File: config.mk
export PLATFORM = sky130hd
export DESIGN_NAME = etc_state_ram
export DESIGN_NICKNAME = d
export VERILOG_FILES = /design/src/rtl/etc_state_ram.sv
export SDC_FILE = /design/constraint.sdc
export NUM_CORES = 1
export LEC_CHECK = 0
export BUFFER_PORTS_ARGS = -buffer_cell sky130_fd_sc_hd__buf_2
export CAP_MARGIN = 20
export CORE_ASPECT_RATIO = 1.5
export CORE_MARGIN = 4
export CORE_UTILIZATION = 50
export DETAILED_ROUTE_END_ITERATION = 7
export PLACE_DENSITY = 0.74
export SLEW_MARGIN = 20
export SYNTH_ARGS = -nofsm -noshare
export SYNTH_HDL_FRONTEND = slang
export SYNTH_SLANG_ARGS = --single-unit
File: constraint.sdc
create_clock -name clk -period 3.3 [get_ports clk]
set_clock_uncertainty 0.15 [all_clocks]
set_input_delay 0.165 -clock clk [delete_from_list [all_inputs] [get_ports clk]]
set_output_delay 0.165 -clock clk [all_outputs]
set_load 0.1 [all_outputs]
File: src/rtl/etc_state_ram.sv
// ----------------------------------------------------------------------------
// Channel state memory
// Synchronous memory with one registered read port and one write port. Each
// entry has a valid bit cleared at reset; an entry not yet written reads zero.
// ----------------------------------------------------------------------------
module etc_state_ram #(
  parameter int DEPTH = 2,
  parameter int AW    = 1,
  parameter int WIDTH = 39
) (
  input  logic             clk,
  input  logic             rst_n,
  input  logic             rd_en,
  input  logic [AW-1:0]    rd_addr,
  output logic [WIDTH-1:0] rd_data,
  input  logic             wr_en,
  input  logic [AW-1:0]    wr_addr,
  input  logic [WIDTH-1:0] wr_data
);

  logic [WIDTH-1:0] mem [DEPTH];
  logic [DEPTH-1:0] valid_r;
  logic [WIDTH-1:0] rd_data_r;

  always_ff @(posedge clk) begin
    if (!rst_n) begin
      valid_r <= '0;
    end else if (wr_en) begin
      valid_r[wr_addr] <= 1'b1;
    end
  end

  always_ff @(posedge clk) begin
    if (wr_en) begin
      mem[wr_addr] <= wr_data;
    end
    if (rd_en) begin
      rd_data_r <= valid_r[rd_addr] ? mem[rd_addr] : '0;
    end
  end

  assign rd_data = rd_data_r;

endmodule

# Yosys cells after proc, flatten, opt, wreduce, memory -nomap -nowiden
# Memories as Yosys holds them, arrays and structs flattened. A register that Yosys moved wholly into a read port is not among the register bits.
# Index checks and enable logic that the tools add are counted.
[classes]
eq_ne = 0
mul = 0
n_lt_le_gt_ge = 3
addsub = 0
n_div = 0
reduce_logical = 2
n_shift = 0
muxes = 6
n_bitwise = 1
[op_table]
columns = ["operator", "n"]
rows = [
  ["$mux W1", 5],
  ["$lt A1 B2 Y1 const B", 2],
  ["$or A2 B2 Y2", 1],
  ["$demux W1 S1", 1],
  ["$ge A1 B1 Y1 const B", 1],
  ["$logic_and A1 B1 Y1", 1],
  ["$logic_not A1 Y1", 1],
]
[totals]
mem_bits_ro = 0
ram_bits = 78
latchBits = 0
ff_bits = 2
memories = 1
[mem_list]
columns = ["memory", "depth", "width", "rd", "rd_clocked_by_memory_dff", "write_ports", "line", "text"]
rows = [
  ["mem", 2, 39, 1, 1, 1, "21", "logic [WIDTH-1:0] mem [DEPTH];"],
]

# Logic depth before layout (Yosys ltp)
[logic_depth]
word_depth = 5
ltp_mapped = 4
mapped_depth_nobuf = 2

# Worst setup path before layout
# OpenSTA, ideal clock, no wires.
[synth_path]
kind = "input to register"
startpoint = "input port wr_addr"
endpoint = "memory mem[0][0] (enable)"
t_required_ns = 2.708
path_stages = 1
path_slack_ns = 0.749
arrival_time_ns = 1.959
cell_sequence = "nor2b_1"
[synth_rtl]
columns = ["element", "line", "text"]
rows = [
  ["start, declared", "17", "input logic [AW-1:0] wr_addr,"],
  ["end, declared", "21", ""],
]
# No word-level cell before the write port.

# Worst setup path after layout
[layout_path]
startpoint = "input port rd_addr"
endpoint = "register rd_data_r[23] (netlist: rd_data[23]), read port of mem (data pin)"
[layout_between]
elab_chain_cells = 3
[layout_rtl]
columns = ["element", "line", "text"]
rows = [
  ["start, declared", "14", "input logic [AW-1:0] rd_addr,"],
  ["$mux W1 (not written as such) (2 in series)", "38", "rd_data_r <= valid_r[rd_addr] ? mem[rd_addr] : '0;"],
  ["$logic_not A1 Y1 (no line)", "n/a", ""],
  ["end, declared", "23", "logic [WIDTH-1:0] rd_data_r;"],
]
# Parallel ways exist; a longest one is shown, timed or not. The select of a mux whose other input is x is not followed.
# A chain may end at the register's enable or synchronous reset.

==> impl_metrics.tcl <==
set metrics [dict create \
    ys_types 13 \
    critical_path_class "in2reg" \
    critPathLaunchType "input port" \
    min_period_over_period_pct 52.1 \
    grt_pass1_wl_um 10800 \
    final_common_cell "edfxtp_1" \
    clock_path_buffers 2 \
    post-place-cells 351 \
    powerDensity_nw_per_um2 680 \
    avgSynthCellArea_um2 23.0 \
    synth_area_leader_cell "edfxtp_1" \
    min-delay-start "wr_addr" \
    synth_area_um2 4010 \
    synth_nets 219 \
    drive_above_1_share_pct 33.1 \
    core_um2 7710 \
    hold_viol_final 0 \
    ir_drop_uv 500 \
    antenna_found_initial 0 \
    syn_to_final_growth_pct 35.3 \
    wirelength_um 6960 \
    outcome "finished, final reports clean" \
    rsz0062_at_grt "no" \
    setup-tns-final_ns 0 \
    globalplace.congestion 0.628 \
    reg2reg_slack_ns 1.63 \
    grtUsageTotal_pct 16.1 \
    fin_crit_ns 1.72 \
    wl_per_cell_um 16.4 \
    die_h_um 118 \
    initial_core_util_pct 52.0 \
    drcViolationCount 0 \
    finalMaxSlewViolations 0 \
    portBuffers 83 \
    ios 84 \
    overflow 0 \
    worstPathArrival_ns 1.84 \
    die_w_um 81.1 \
    fmax_mhz 581 \
    slew_headroom_pct 36.8 \
    r2r-end "rd_data[23]" \
    clkSlewWorstSetupHoldPaths_ns 0.05 \
    critPathCapture "rd_data[23]" \
    dr.pass1.iters 4 \
    synth.area.top_cells "edfxtp_1, a22o_1, dfxtp_1" \
    grt_max_degree 41 \
    num_rows 39 \
    final_cell_mix "edfxtp_1, buf_2, dlygate4sd3_1, a22o_1, clkbuf_16" \
    crit_fanout 38 \
    viasPerCell 4.88 \
    critPathLaunch "rd_addr" \
    detail_route.iter0.violations 106 \
    n_antenna_cell 0 \
    setup_viol 0 \
    cts_setup_buffers 0 \
    dieArea_um2 9540 \
    nets 355 \
    nFillCells 512 \
    yosys_warnings 0 \
    synth_top_area_share_pct 87.6 \
    synth.yosys.seq_area_share_pct 88.6 \
    instances_no_fill 425 \
    tightest_slew_ns 0.947 \
    grt_pass1_vias 2232 \
    maxCapViolCount 0 \
    leakage_nw 2.07 \
    reg2reg_depth 2 \
    crit_required_ns 3.42 \
    cts_root_buf "clkbuf_16" \
    cts_made_buffers 17 \
    clk_latency_ns 0.40 \
    r2r-start "valid_r[0]" \
    vias 2075 \
    synth-seq-cells 119 \
    endpoint_kind "register" \
    synthCells 174 \
    clock-sinks 119 \
    ant_nets 0 \
    cts_tree "done" \
    holdCritPathClass "in2reg" \
    h-tree-depth 4 \
]
flip-flops by register name, indices dropped and copies added, names as in the netlist:
name and flops:
mem 78, rd_data 39, valid_r 2
worst min path at each step:
stage                       to  slack, ns  cells past startpoint
detailed placement  mem[1][11]       0.21                      1
floorplan            mem[0][0]       0.11                      0
finish               mem[0][4]       0.05                      2
global placement     mem[0][2]       0.20                      1
global route         mem[0][4]       0.05                      2
CTS                 mem[0][23]       0.15                      2
cells by family after synthesis:
| logic type | Yosys count | synth area share [%] |
|---|---|---|
| buffers and inverters | 8 | 1.65 |
| and+or+nand+nor | 6 | 0.905 |
| AOI/OAI and AO/OA | 41 | 8.80 |
| DFF | 119 | 88.6 |
synth_stat cells, drive strengths merged:
library cell	number
a22o	38
and2	2
buf	8
dfxtp	2
edfxtp	117
nand2	1
nand3	1
nor2b	2
o21a	2
o21ai	1
power by group:
| group | internal, mW | switching (mW) | total (mW) |
|---|---|---|---|
| Sequential | 1.78 | 0.0255 | 1.80 |
| Combinational | 0.0949 | 0.294 | 0.389 |
| Clock | 0.935 | 0.562 | 1.50 |
| Total | 2.81 | 0.881 | 3.69 |
final cells by class:
type	count	area, µm²	share of cell area (%)
Sequential cell	119	3550	65.5
Timing Repair Buffer	125	853	15.7
Clock buffer	24	452	8.33
Clock inverter	8	32.5	0.600
Tap cell	102	128	2.35
Multi-Input combinational cell	47	405	7.47
worst max-delay path, cell delays in order:
cell           delay, ns
dlygate4sd3_1       0.52
buf_2               0.15
nor2b_4             0.73
a22o_1              0.25
metrics by stage:
stage	setup WS, ns	area [µm²]	util, %	power [mW]	hold slack [ns]
6_report	1.58	5420	70.4	3.69	0.0541
3_3_place_gp	1.57	4500	58.4	2.17	0.204
5_1_grt	1.50	5420	70.4	3.81	0.0545
4_1_cts	1.59	5400	70.0	3.71	0.145
2_1_floorplan	0.749	4010	-	2.09	0.114
3_5_place_dp	1.54	4500	58.4	2.18	0.206
per-layer routing:
metal | track usage, % | part of all wire, %
met4 | 9.62 | 2.3
met3 | 5.90 | 5.2
met5 | 0 | 0
met1 | 16.2 | 37
met2 | 27.4 | 56
timing repair:
item / 4_1_cts / 5_1_grt
hold buffers: 41 / 0
gates resized for setup: 0 / 0
hold endpoints to repair: 81 / 0
(Power assumes the default switching activity.)
